File: src/rtl/core/pnz_pkg.sv
package pnz_pkg;

  localparam int COORD_W          = 32;
  localparam int NOISE_W          = 16;
  localparam int COORD_FRAC_BITS  = 16;
  localparam int RESULT_FRAC_BITS = 15;
  localparam int GRAD_FRAC        = 15;
  localparam int DOT_FRAC         = 30;
  localparam int CELL_BITS        = 4;
  localparam int CELLS            = 2 ** CELL_BITS;

  localparam int T_W = COORD_FRAC_BITS;
  localparam int D_W = T_W + 1;
  localparam int G_W = GRAD_FRAC + 2;
  localparam int P_W = G_W + D_W + 1;

  localparam int PROD_FRAC = GRAD_FRAC + COORD_FRAC_BITS;
  localparam int DOT_RSH   = (PROD_FRAC >= DOT_FRAC) ? PROD_FRAC - DOT_FRAC : 0;
  localparam int DOT_LSH   = (PROD_FRAC < DOT_FRAC) ? DOT_FRAC - PROD_FRAC : 0;
  localparam int N_W       = P_W - DOT_RSH + DOT_LSH;

  localparam int W_W  = T_W + 1;
  localparam int Q_W  = T_W + 5;
  localparam int BL_W = N_W + W_W + 2;

  localparam int RND_SH = DOT_FRAC - RESULT_FRAC_BITS;
  localparam int LAT    = 8;

  localparam int FADE_C5 = 6;
  localparam int FADE_C4 = 15;
  localparam int FADE_C3 = 10;

  typedef logic [CELL_BITS-1:0]       cell_t;
  typedef logic [T_W-1:0]             frac_t;
  typedef logic [W_W-1:0]             weight_t;
  typedef logic signed [G_W-1:0]      grad_t;
  typedef logic signed [D_W-1:0]      delta_t;
  typedef logic signed [P_W-1:0]      prod_t;
  typedef logic signed [N_W-1:0]      dot_t;

  typedef struct packed {
    dot_t n00;
    dot_t n10;
    dot_t n01;
    dot_t n11;
  } corner_t;

  localparam weight_t FADE_ONE = weight_t'(1) << T_W;

  localparam cell_t PERM [CELLS] = '{
    4'd6, 4'd4, 4'd12, 4'd7, 4'd10, 4'd1, 4'd3, 4'd9,
    4'd0, 4'd14, 4'd13, 4'd5, 4'd15, 4'd8, 4'd2, 4'd11
  };

  localparam grad_t GRAD_X [CELLS] = '{
    17'sd32768, 17'sd30274, 17'sd23170, 17'sd12540,
    17'sd0, -17'sd12540, -17'sd23170, -17'sd30274,
    -17'sd32768, -17'sd30274, -17'sd23170, -17'sd12540,
    17'sd0, 17'sd12540, 17'sd23170, 17'sd30274
  };

  localparam grad_t GRAD_Y [CELLS] = '{
    17'sd0, 17'sd12540, 17'sd23170, 17'sd30274,
    17'sd32768, 17'sd30274, 17'sd23170, 17'sd12540,
    17'sd0, -17'sd12540, -17'sd23170, -17'sd30274,
    -17'sd32768, -17'sd30274, -17'sd23170, -17'sd12540
  };

endpackage

File: src/rtl/core/pnz_blend.sv
module pnz_blend (
  input  logic             clk,
  input  logic             en,
  input  pnz_pkg::dot_t    a,
  input  pnz_pkg::dot_t    b,
  input  pnz_pkg::weight_t w,
  output pnz_pkg::dot_t    m
);
  import pnz_pkg::*;

  logic signed [W_W:0]     wa, wb;
  logic signed [N_W+W_W:0] pa_r, pb_r;
  logic signed [BL_W-1:0]  sum;
  dot_t                    m_r;

  assign wa  = signed'({1'b0, FADE_ONE - w});
  assign wb  = signed'({1'b0, w});
  assign sum = BL_W'(pa_r) + BL_W'(pb_r);

  // The weighted sum is a convex mix of a and b, so it fits back into a dot width.
  always_ff @(posedge clk) begin
    if (en) begin
      pa_r <= wa * a;
      pb_r <= wb * b;
      m_r  <= dot_t'(sum >>> T_W);
    end
  end

  assign m = m_r;
endmodule

File: config.mk
export PLATFORM = sky130hd
export DESIGN_NAME = pnz_blend
export DESIGN_NICKNAME = d
export VERILOG_FILES = /design/src/rtl/core/pnz_pkg.sv /design/src/rtl/core/pnz_blend.sv
export SDC_FILE = /design/constraint.sdc
export NUM_CORES = 2
export LEC_CHECK = 0
export BUFFER_PORTS_ARGS = -buffer_cell sky130_fd_sc_hd__buf_2
export CORE_ASPECT_RATIO = 1.75
export CORE_MARGIN = 2
export CORE_UTILIZATION = 42
export CTS_CLUSTER_SIZE = 10
export DETAILED_ROUTE_END_ITERATION = 10
export GPL_TIMING_DRIVEN = 0
export PLACE_DENSITY = 0.64
export SKIP_CTS_REPAIR_TIMING = 1
export SYNTH_ARGS = -nofsm -noshare
export SYNTH_HDL_FRONTEND = slang
export SYNTH_SLANG_ARGS = --single-unit
export TNS_END_PERCENT = 50
File: constraint.sdc
create_clock -name clk -period 13.92 [get_ports clk]
set_clock_uncertainty 0.2 [all_clocks]
set_input_delay 0 -clock clk [delete_from_list [all_inputs] [get_ports clk]]
set_output_delay 0 -clock clk [all_outputs]
set_load 0.01 [all_outputs]
Word level (Yosys, flattened, before mapping)
Cells that the tools add are included.

$add $sub $neg: 2. Multiply operators: 2.

Operators by type and width (number): 18-bit by 34-bit multiplier with 50-bit output (2); 50-bit adder (1); 17-bit subtractor (first input constant) (1).

Flip-flop bits (word level): 134. Word-level logic and storage cells: 7. Output and inout bits: 34. Input port bits: 87.

Longest topological paths before layout
Depth in word-level cells: 2. Depth in mapped cells: 32. Mapped depth without buffers: 28.

Least setup slack after synthesis
OpenSTA, ideal clock, no wires.

Path type: input port to flip-flop. Start point: input w[0]. End point: register pa_r[46] (data pin). Stages on the path: 29. Arrival time: 7.334 ns. Slack: 6.126 ns. Path buffers: 4. Setup time: 0.260 ns. Cell sequence: clkbuf_1 clkbuf_1 clkbuf_1 inv_1 ha_1 nand3_1 or4_4 nor4_1 xnor2_1 clkbuf_1 and2_1 fa_1 fa_1 fa_1 fa_1 fa_1 inv_1 fa_1 inv_1 ha_1 and3_1 nand3_1 or3b_1 o311ai_1 or3b_1 a21oi_2 o41ai_4 o31a_1 xnor2_1.

Longest elaborated chain between the ends: 2.

RTL lines: start, declared (RTL line pnz_blend.sv:6) `input pnz_pkg::weight_t w,`; 17-bit subtractor (RTL line pnz_blend.sv:16) `assign wa = signed'({1'b0, FADE_ONE - w});`; 18-bit by 34-bit multiplier with 50-bit output (RTL line pnz_blend.sv:23) `pa_r <= wa * a;`; end signal, assigned (RTL line pnz_blend.sv:23); end, declared (RTL line pnz_blend.sv:12) `logic signed [N_W+W_W:0] pa_r, pb_r;`.

No other way between the ends. A chain may end at the register's enable or synchronous reset.

Final worst setup path
Start point: input w[0]. End point: register pa_r[48] (data pin).

The elaborated chain is that of the path after synthesis.

==> run summary <==
Area growth syn-to-layout: 6.80%
Measured slew at the worst slew-check pin: 1.50 ns
Global-route wire length before repair: 213 mm
Average size of a mapped cell: 9.35 sq um
Number of top-level pins: 121
GR Util All Layers: 25.8%
Worst hold path class: in -> reg
Final max-slew violation count: 10
Number of standard cells after synthesis: 4830
Violations in the final reports: max-capacitance violations, max-slew violations
Master cell of the clock root buffer: sky130_fd_sc_hd__clkbuf_16
Post-detailed-route wirelength per cell: 21.5 um
Worst path arrival time: 10.54 ns
Type of element launching the critical path: input port
Max-cap check violation count: 1
Endpoint required time on the critical path: 13.97 ns
HPWL after detailed placement: 119 mm
Global-route congestion overflow total: 0
Number of global-route vias before repair: 37300
Yosys warnings: 0
Via count of the routed design: 33100
Vias per inst: 5.21
Placeable Area: 107000 sq um
Number of buffer cells added on primary ports: 109
Number of clock sinks seen by CTS: 134
Final clock period utilization by the worst path: 75.4%
Mapped cell area: 45100 sq um
Most frequent cells in the layout: sky130_fd_sc_hd__inv_1 (1210), sky130_fd_sc_hd__fa_1 (1078), sky130_fd_sc_hd__nand2_1 (726), sky130_fd_sc_hd__and2_1 (459), sky130_fd_sc_hd__ha_1 (283)
Critical setup path kind: in -> reg
Most Frequent Cell on Critical Path: sky130_fd_sc_hd__fa_1
First drt pass iteration count: 6
Worst Path Max Fanout: 10
Clock insertion delay at the later pin of the skew report: 0.50 ns
Largest incremental delay on the critical path: 0.98 ns
Flip-flop and latch count after synthesis: 134
Starting density of the core: 42.2%
Worst-case headroom to the max-slew limit: -0.109%
Number of nets in the layout: 6423
Highest Clock Rate: 95.3 MHz
H-tree Lvls: 4
Fin. Hold Viols: 0
Most instantiated flip-flop cell in the synthesis netlist: sky130_fd_sc_hd__edfxtp_1
DRT iter0 DRCs: 1775
Number of buffers added by the clock tree synthesis step: 25
Clock transition time at the flip-flop clock pins of the worst setup and hold paths: 0.06 ns
Gpl congestion: 1.01
DRC violations left: 0
Horizontal extent of the die: 252 um
Mapped Nets: 6278
Fraction of final layout cells with drive strength greater than 1: 3.49%
Library cells used by synthesis: 85
Antenna viol nets, final: 0
Most common cell after layout, fill and taps aside: sky130_fd_sc_hd__inv_1
Proportion of synthesized flip-flops having asynchronous set or reset: 0%
Status: finished with violations
Die area: 110000 sq um
CP Capture Type: register
Standard-cell row count: 159
Largest net degree at the start of global routing: 107
Cell type of the slowest stage on the worst timing path: sky130_fd_sc_hd__xnor2_1
Floorplan die height: 438 um
Sum of negative setup slack: 0 ns
RSZ-0062 raised after global routing: false
Initial antenna violation count: 6
Number of flops mapped to enable cells by yosys: 134
Buffer levels on the longest clock path: 3
Detailed Route WL: 137 mm
Sequential-to-total area share from yosys stat: 8.91%
Clock tree from TritonCTS: done
Final setup violation count: 0
Fin crit period: 10.49 ns
cell families (layout without fill, tap and decap cells):
kind of cell               after synthesis  in the layout  share of synthesized area, %
buffers and inverters                 1409           1560                          11.7
xor gates and xnor gates               152            152                          2.95
other                                    0              3                             0
muxes                                    1              1                        0.0222
and+or+nand+nor                       1436           1436                          15.6
AOI/OAI and AO/OA                      337            337                          5.18
DFF                                    134            134                          8.91
adders and majority gates             1361           1361                          55.6
worst max-delay path, delay by kind of cell:
| family | cells | cell delay, ns |
|---|---|---|
| XOR/XNOR | 2 | 1.14 |
| buffers and inverters | 8 | 2.72 |
| adder cells (fa/ha/maj) | 8 | 3.57 |
| AND/OR/NAND/NOR | 5 | 0.99 |
| AO/OA/AOI/OAI | 7 | 2.10 |
Yosys cell counts, drive strengths merged, types with 7 or more instances:
library cell  count  share of area, %
nor4              8              0.14
or3               7              0.11
nor2             70              0.58
clkbuf          178               1.5
nand2b           12              0.17
o21bai           16              0.27
inv            1210                10
xor2             47              0.91
nand4            15              0.21
o21ai            57              0.65
buf              21              0.19
a31oi             7              0.12
o21a             29              0.48
and3             14              0.19
nand3            17              0.19
o31a              7              0.14
edfxtp          134               8.9
nor3             30              0.33
nor2b            49              0.68
o211ai           12              0.20
ha              283               7.8
and2            459               6.4
a211oi           19              0.33
a21oi            81              0.91
fa             1078                48
xnor2           105               2.0
a21o             56              0.93
nand2           726               6.0
final cells by class:
cell class	instances	area [sq um]
tap	1368	1710
antenna	3	7.51
fill	10400	58800
timing repair buffer	118	671
buffer	199	756
sequential	134	4020
clock inverter	7	30.0
clock buffer	26	629
inverter	1210	4540
multi-input combinational	3287	35800
routing by layer:
metal	routed length (um)	up-vias	GRT usage [%]
met4	11100	6	17.5
met2	73100	1169	48.2
met3	7000	446	2.68
met5	39	-	0
li1	-	14500	-
met1	45600	17000	27.1
stage by stage:
stage,utilization (%),worst slack [ns],hold slack (ns),cells,cell area [sq um]
final,45.0,3.43,0.150,6352,48200
after global routing,45.0,3.33,0.177,6349,48200
after CTS,45.0,3.58,-0.328,6344,48200
after detailed placement,44.4,3.09,0.191,6311,47500
after global placement,44.3,2.92,0.195,6307,47400
after floorplan,-,6.13,-0.0875,4830,45100
sequential cells by signal, summed over array words and instances, names as in the netlist:
register  cells
m            34
pb_r         50
pa_r         50
final timing paths:
check	from	cells after the start	slack, ns	to
worst max-delay path	w[0]	30	3.43	pa_r[48]$_DFFE_PP_
worst min-delay path	w[3]	5	0.15	pb_r[4]$_DFFE_PP_
worst max register to register	pb_r[6]$_DFFE_PP_	10	9.97	m[24]$_DFFE_PP_
worst min register to register	pa_r[49]$_DFFE_PP_	2	0.46	m[33]$_DFFE_PP_
Power is not shown: default switching activity piles up to over one toggle a cycle in this logic, so the estimate is an artifact.
