--- config.mk ---
export PLATFORM = sky130hd
export DESIGN_NAME = pnz_fade
export DESIGN_NICKNAME = d
export VERILOG_FILES = /design/src/rtl/core/pnz_pkg.sv /design/src/rtl/core/pnz_fade.sv
export SDC_FILE = /design/constraint.sdc
export NUM_CORES = 2
export LEC_CHECK = 0
export ABC_AREA = 1
export BUFFER_PORTS_ARGS = -buffer_cell sky130_fd_sc_hd__buf_4
export CORE_MARGIN = 10
export CORE_UTILIZATION = 35
export CTS_CLUSTER_DIAMETER = 80
export DETAILED_ROUTE_END_ITERATION = 16
export PLACE_DENSITY = 0.54
export SLEW_MARGIN = 20
export SYNTH_ARGS = -nofsm -noshare
export SYNTH_HDL_FRONTEND = slang
export SYNTH_SLANG_ARGS = --single-unit
--- constraint.sdc ---
create_clock -name clk -period 22.4 [get_ports clk]
set_input_delay 2.24 -clock clk [delete_from_list [all_inputs] [get_ports clk]]
set_output_delay 2.24 -clock clk [all_outputs]
set_load 0.005 [all_outputs]
--- src/rtl/core/pnz_pkg.sv ---
package pnz_pkg;

  localparam int COORD_W          = 32;
  localparam int NOISE_W          = 16;
  localparam int COORD_FRAC_BITS  = 16;
  localparam int RESULT_FRAC_BITS = 15;
  localparam int GRAD_FRAC        = 15;
  localparam int DOT_FRAC         = 30;
  localparam int CELL_BITS        = 4;
  localparam int CELLS            = 2 ** CELL_BITS;

  localparam int T_W = COORD_FRAC_BITS;
  localparam int D_W = T_W + 1;
  localparam int G_W = GRAD_FRAC + 2;
  localparam int P_W = G_W + D_W + 1;

  localparam int PROD_FRAC = GRAD_FRAC + COORD_FRAC_BITS;
  localparam int DOT_RSH   = (PROD_FRAC >= DOT_FRAC) ? PROD_FRAC - DOT_FRAC : 0;
  localparam int DOT_LSH   = (PROD_FRAC < DOT_FRAC) ? DOT_FRAC - PROD_FRAC : 0;
  localparam int N_W       = P_W - DOT_RSH + DOT_LSH;

  localparam int W_W  = T_W + 1;
  localparam int Q_W  = T_W + 5;
  localparam int BL_W = N_W + W_W + 2;

  localparam int RND_SH = DOT_FRAC - RESULT_FRAC_BITS;
  localparam int LAT    = 8;

  localparam int FADE_C5 = 6;
  localparam int FADE_C4 = 15;
  localparam int FADE_C3 = 10;

  typedef logic [CELL_BITS-1:0]       cell_t;
  typedef logic [T_W-1:0]             frac_t;
  typedef logic [W_W-1:0]             weight_t;
  typedef logic signed [G_W-1:0]      grad_t;
  typedef logic signed [D_W-1:0]      delta_t;
  typedef logic signed [P_W-1:0]      prod_t;
  typedef logic signed [N_W-1:0]      dot_t;

  typedef struct packed {
    dot_t n00;
    dot_t n10;
    dot_t n01;
    dot_t n11;
  } corner_t;

  localparam weight_t FADE_ONE = weight_t'(1) << T_W;

  localparam cell_t PERM [CELLS] = '{
    4'd6, 4'd4, 4'd12, 4'd7, 4'd10, 4'd1, 4'd3, 4'd9,
    4'd0, 4'd14, 4'd13, 4'd5, 4'd15, 4'd8, 4'd2, 4'd11
  };

  localparam grad_t GRAD_X [CELLS] = '{
    17'sd32768, 17'sd30274, 17'sd23170, 17'sd12540,
    17'sd0, -17'sd12540, -17'sd23170, -17'sd30274,
    -17'sd32768, -17'sd30274, -17'sd23170, -17'sd12540,
    17'sd0, 17'sd12540, 17'sd23170, 17'sd30274
  };

  localparam grad_t GRAD_Y [CELLS] = '{
    17'sd0, 17'sd12540, 17'sd23170, 17'sd30274,
    17'sd32768, 17'sd30274, 17'sd23170, 17'sd12540,
    17'sd0, -17'sd12540, -17'sd23170, -17'sd30274,
    -17'sd32768, -17'sd30274, -17'sd23170, -17'sd12540
  };

endpackage

--- src/rtl/core/pnz_fade.sv ---
module pnz_fade (
  input  logic             clk,
  input  logic             en,
  input  pnz_pkg::frac_t   t,
  output pnz_pkg::weight_t w
);
  import pnz_pkg::*;

  localparam logic [Q_W-1:0] Q_BIAS = Q_W'(FADE_C3) << T_W;

  logic [2*T_W-1:0] sq_r, cu_r;
  frac_t            ta_r, tb_r, t2b_r, t2, t3;
  logic [Q_W-1:0]   q;
  logic [T_W+Q_W-1:0] fp_r;

  assign t2 = sq_r[2*T_W-1:T_W];
  assign t3 = cu_r[2*T_W-1:T_W];
  assign q  = Q_W'(t2b_r) * Q_W'(FADE_C5) + Q_BIAS - Q_W'(tb_r) * Q_W'(FADE_C4);

  always_ff @(posedge clk) begin
    if (en) begin
      sq_r  <= t * t;
      ta_r  <= t;
      cu_r  <= t2 * ta_r;
      t2b_r <= t2;
      tb_r  <= ta_r;
      fp_r  <= t3 * q;
    end
  end

  assign w = fp_r[T_W +: W_W];
endmodule

# --- After elaboration in Yosys (flattened, before gate mapping) ---
# Index checks and enable logic that the tools add are counted.
word_totals:
  regBits: 145
  input_bits: 18
  word_cells: 13
op_classes:
  addsub: 2
  n_mul: 5
op_table:
  columns: ["operator", "count"]
  rows:
  - ["$mul 16x16->32", 2]
  - ["$mul 16x21->33", 1]
  - ["$add 19x20->21 const B", 1]
  - ["$sub 21x20->21", 1]
  - ["$mul 16x4->20 const B", 1]
  - ["$mul 16x2->18 const B", 1]

# --- Depth between registers and ports, before layout ---
logic_depth:
  ltp_word: 4
  depth_mapped: 52
  depth_no_buf: 52

# --- Worst setup path after synthesis ---
# No wires, ideal clock.
synth_path:
  path_kind: "reg2reg"
  startpoint: "register t2b_r[1]"
  endpoint: "register fp_r[26] (data pin)"
  arrival_ns: 8.898
  path_slack_ns: 13.243
  path_stages_with_launch: 44
  path_buffers: 1
  synth_period_minus_slack_ns: 9.157
  cell_sequence: "edfxtp_1 -> ha_1 -> inv_1 -> fa_1 -> inv_1 -> a31oi_1 -> o21ai_0 -> a21oi_1 -> o21bai_1 -> nand2_1 -> nand2_1 -> a21oi_1 -> xor2_1 -> inv_1 -> ha_1 -> inv_1 -> fa_1 -> fa_1 -> [8 not listed] -> buf_2 -> nand2_1 -> fa_1 -> fa_1 -> fa_1 -> fa_1 -> inv_1 -> fa_1 -> inv_1 -> fa_1 -> inv_1 -> ha_1 -> a21o_1 -> a21oi_1 -> o21ai_0 -> a221oi_1 -> nand2_1 -> xor2_1"
synth_via:
  elab_chain_cells: 4
synth_rtl:
  columns: ["item", "line", "text"]
  rows:
  - ["start: declaration", "pnz_fade.sv:12", "frac_t ta_r, tb_r, t2b_r, t2, t3;"]
  - ["start signal: assignment", "pnz_fade.sv:25", "t2b_r <= t2;"]
  - ["$mul 16x2->18", "pnz_fade.sv:18", "assign q = Q_W'(t2b_r) * Q_W'(FADE_C5) + Q_BIAS - Q_W'(tb_r) * Q_W'(FADE_C4);"]
  - ["$add 19x20->21", "pnz_fade.sv:18", null]
  - ["$sub 21x20->21", "pnz_fade.sv:18", null]
  - ["$mul 16x21->33", "pnz_fade.sv:27", "fp_r <= t3 * q;"]
  - ["end signal: assignment", "pnz_fade.sv:27", null]
  - ["end: declaration", "pnz_fade.sv:14", "logic [T_W+Q_W-1:0] fp_r;"]
# Every way passes these cells.
# A chain may end at the register's enable or synchronous reset.

# --- Worst setup path after layout ---
layout_path:
  startpoint: "register t2b_r[1]"
  endpoint: "register fp_r[32] (data pin)"
# Same word-level chain as after synthesis.

==> flow_summary_export.csv <==
group,metric,value,unit
outcome,outcome,"finished clean",
synth,yosys.area.top_type_share,41.2,%
timing,period_minus_slack,10.16,ns
clock_tree,cts_setup_buffers,0,
floorplanning,rows,110,
synth,syn_inst,3893,
synth,ys_seq_area_share,9.08,%
timing,rsz0062_at_grt,"false",
clock_tree,ctsHoldBuffers,0,
clock_tree,ctsResizeCount,0,
floorplanning,start_util,35.5,%
timing,timing.fmax,98.4,MHz
final_layout,antenna_cells,0,
setup_path,slowest_delay,0.58,ns
timing,max_slew_margin,29.3,%
placement,numPortBuffers,34,
flow_run,cap_violations,0,
placement,placed_area,33400,um^2
grt,grt_max_degree,70,
setup_path,end_kind,"register",
clock_tree,clk_pin_slew,0.09,ns
drt,wire_per_inst,15.6,um
grt,grt_pass1_vias,25300,
synth,synth-seq-cells,97,
floorplanning,ios,35,
final_layout,multi_input_area,24300,um^2
timing,finalHoldViolCount,0,
synth,avgSynthCellArea,8.24,um^2
final_layout,drive_gt1_share,2.59,%
synth,yosysWarnings,0,
floorplanning,die_width,323,um
clock_tree,clk_latency,0.40,ns
synth,synth_cell_type_count,50,
synth,synthTopCellsByArea,"fa_1, inv_1, ha_1",
clock_tree,cts_tree,"built",
grt,grt_pass1_wl,132,mm
clock_tree,cts_root_buf,"clkbuf_16",
drt,drtPass1Iterations,5,
clock_tree,numCtsBuffers,9,
final_layout,seq_area,2910,um^2
worst_hold_path,hold_class,"reg2reg",
final_layout,fillers,9455,
floorplanning,die-area,104000,um^2
synth,synthFlopType,"edfxtp_1",
setup_path,r2r_start,"t2b_r[1]",
final_layout,final_area,33700,um^2
synth,postSynth.asyncResetShare,0,%
setup_path,worst-setup-path-type,"reg2reg",
grt,antenna_found_initial,1,
clock_tree,clkSinkCount,97,
timing,finClkSkew,0.0180,ns
setup_path,cp-startpoint,"t2b_r[1]",
clock_tree,cts_max_level,3,
clock_tree,clk_path_buf_depth,2,
drt,via_per_inst,4.68,
setup_path,crit_slowest_cell,"fa_1",
drt,drt_iter0_drc,1284,
drt,postRouteAntennaNets,0,
synth,synth_edf_count,97,
timing,tns,0,ns
synth,synth_area,32100,um^2
placement,hpwlAfterDp,65.3,mm
drt,vias,23400,
setup_path,cp_data_arrival_time,10.33,ns
final_layout,nNetsFinal,4840,
grt,track_usage,15.9,%
synth,syn_nets,4915,
timing,worstMarginPinSlew,1.06,ns
timing,drv_slew,0,
timing,setup_violations,0,
timing,fin_crit_sh,45.4,%
drt,drc_errors,0,
floorplanning,die_h,323,um
drt,routed_wl,78.1,mm
synth,yosysTopAreaCell,"fa_1",
setup_path,crit_fanout,7,
setup_path,crit_buf_inv,11,
setup_path,cp_top_family,"adder cells",
floorplanning,coreArea,90400,um^2
setup_path,cp-start-kind,"register",
placement,place_congestion,0.884,
setup_path,required,22.57,ns
grt,overflow,0,
worst_hold_path,holdCritStartpoint,"sq_r[31]",
final_layout,synthToLayoutAreaGrowth,5.04,%
==> sequential cells by signal (all words and copies together) (netlist names) <==
register  count
cu_r         16
ta_r         15
sq_r         17
t2b_r        16
tb_r         16
fp_r         17
==> Yosys cell counts (3+ instances only) <==
cell	instances
clkinv_1	8
o211ai_1	4
o221ai_1	4
ha_1	344
o21ai_0	53
a31oi_1	8
buf_2	4
o21ai_2	3
inv_2	4
o21bai_1	10
nand4_1	14
inv_1	1159
xor2_1	50
nor3_1	14
a21oi_1	138
nand2_1	860
fa_1	660
o21ai_1	3
nor4_1	6
o21a_1	6
nor2_1	182
xnor2_1	26
clkbuf_1	122
nand2_2	7
o2111ai_1	3
or2_2	10
o31ai_1	4
a21o_1	10
edfxtp_1	97
nand3_1	50
nor2_2	5
==> final timing paths <==
path | endpoint | slack [ns] | cells past startpoint
setup reg to reg | fp_r[32] | 12.24 | 47
hold / removal | t2b_r[15] | 0.73 | 1
setup / recovery | fp_r[32] | 12.24 | 47
hold reg to reg | t2b_r[15] | 0.73 | 1
==> kinds of logic (layout without fill, tap and decap cells) <==
family          after synthesis  count (layout)  share of synthesized area, %
xor+xnor                     78              78                          2.18
simple gates               1159            1159                          14.3
compound gates              256             256                          4.55
buf+inv                    1299            1229                          15.2
flops                        97              97                          9.08
fa+ha+maj                  1004            1004                          54.6
==> area by class of cell <==
cell class | instances | share of cell area (%)
repair buffers | 42 | 0.936
clock buffers | 9 | 0.669
clock inverters | 7 | 0.271
inverters | 1171 | 13.0
well taps | 1176 | 4.37
multi-input cells | 2497 | 72.1
flip-flops and latches | 97 | 8.65
==> per-layer routing <==
| layer | global-route usage [%] | wire (um) | vias up |
|---|---|---|---|
| met5 | 0 | 0 | - |
| met1 | 21.6 | 36200 | 11600 |
| met4 | 3.89 | 1710 | 0 |
| li1 | - | - | 11100 |
| met2 | 26.7 | 36500 | 538 |
| met3 | 1.77 | 3680 | 95 |
==> through the flow <==
step	instances	utilization (%)	worst slack [ns]	hold slack, ns
CTS	4999	37.2	12.28	0.742
floorplan	3893	-	13.24	0.424
global placement	4983	36.9	12.35	0.719
finish	4999	37.2	12.24	0.732
global route	4999	37.2	11.39	0.772
detailed placement	4983	36.9	12.29	0.720
==> cells in the final DEF, fill, tap and decap left out, drive strengths merged, types with 3 or more instances in the layout <==
cell,count
inv,1166
o21ai,59
nand2,869
o2111ai,3
xnor2,26
or2,12
fa,660
o21a,6
buf,42
nor3,14
nor2,187
edfxtp,97
a21oi,139
nand4,14
nor4,6
o31ai,4
a21o,10
clkinv,12
a31oi,8
o211ai,4
ha,344
nand3,53
clkbuf,9
o21bai,12
o221ai,4
xor2,52
Power is left out: the tool's default activity adds up to more than one toggle a clock period on the data nets, which glitch-free logic cannot reach.
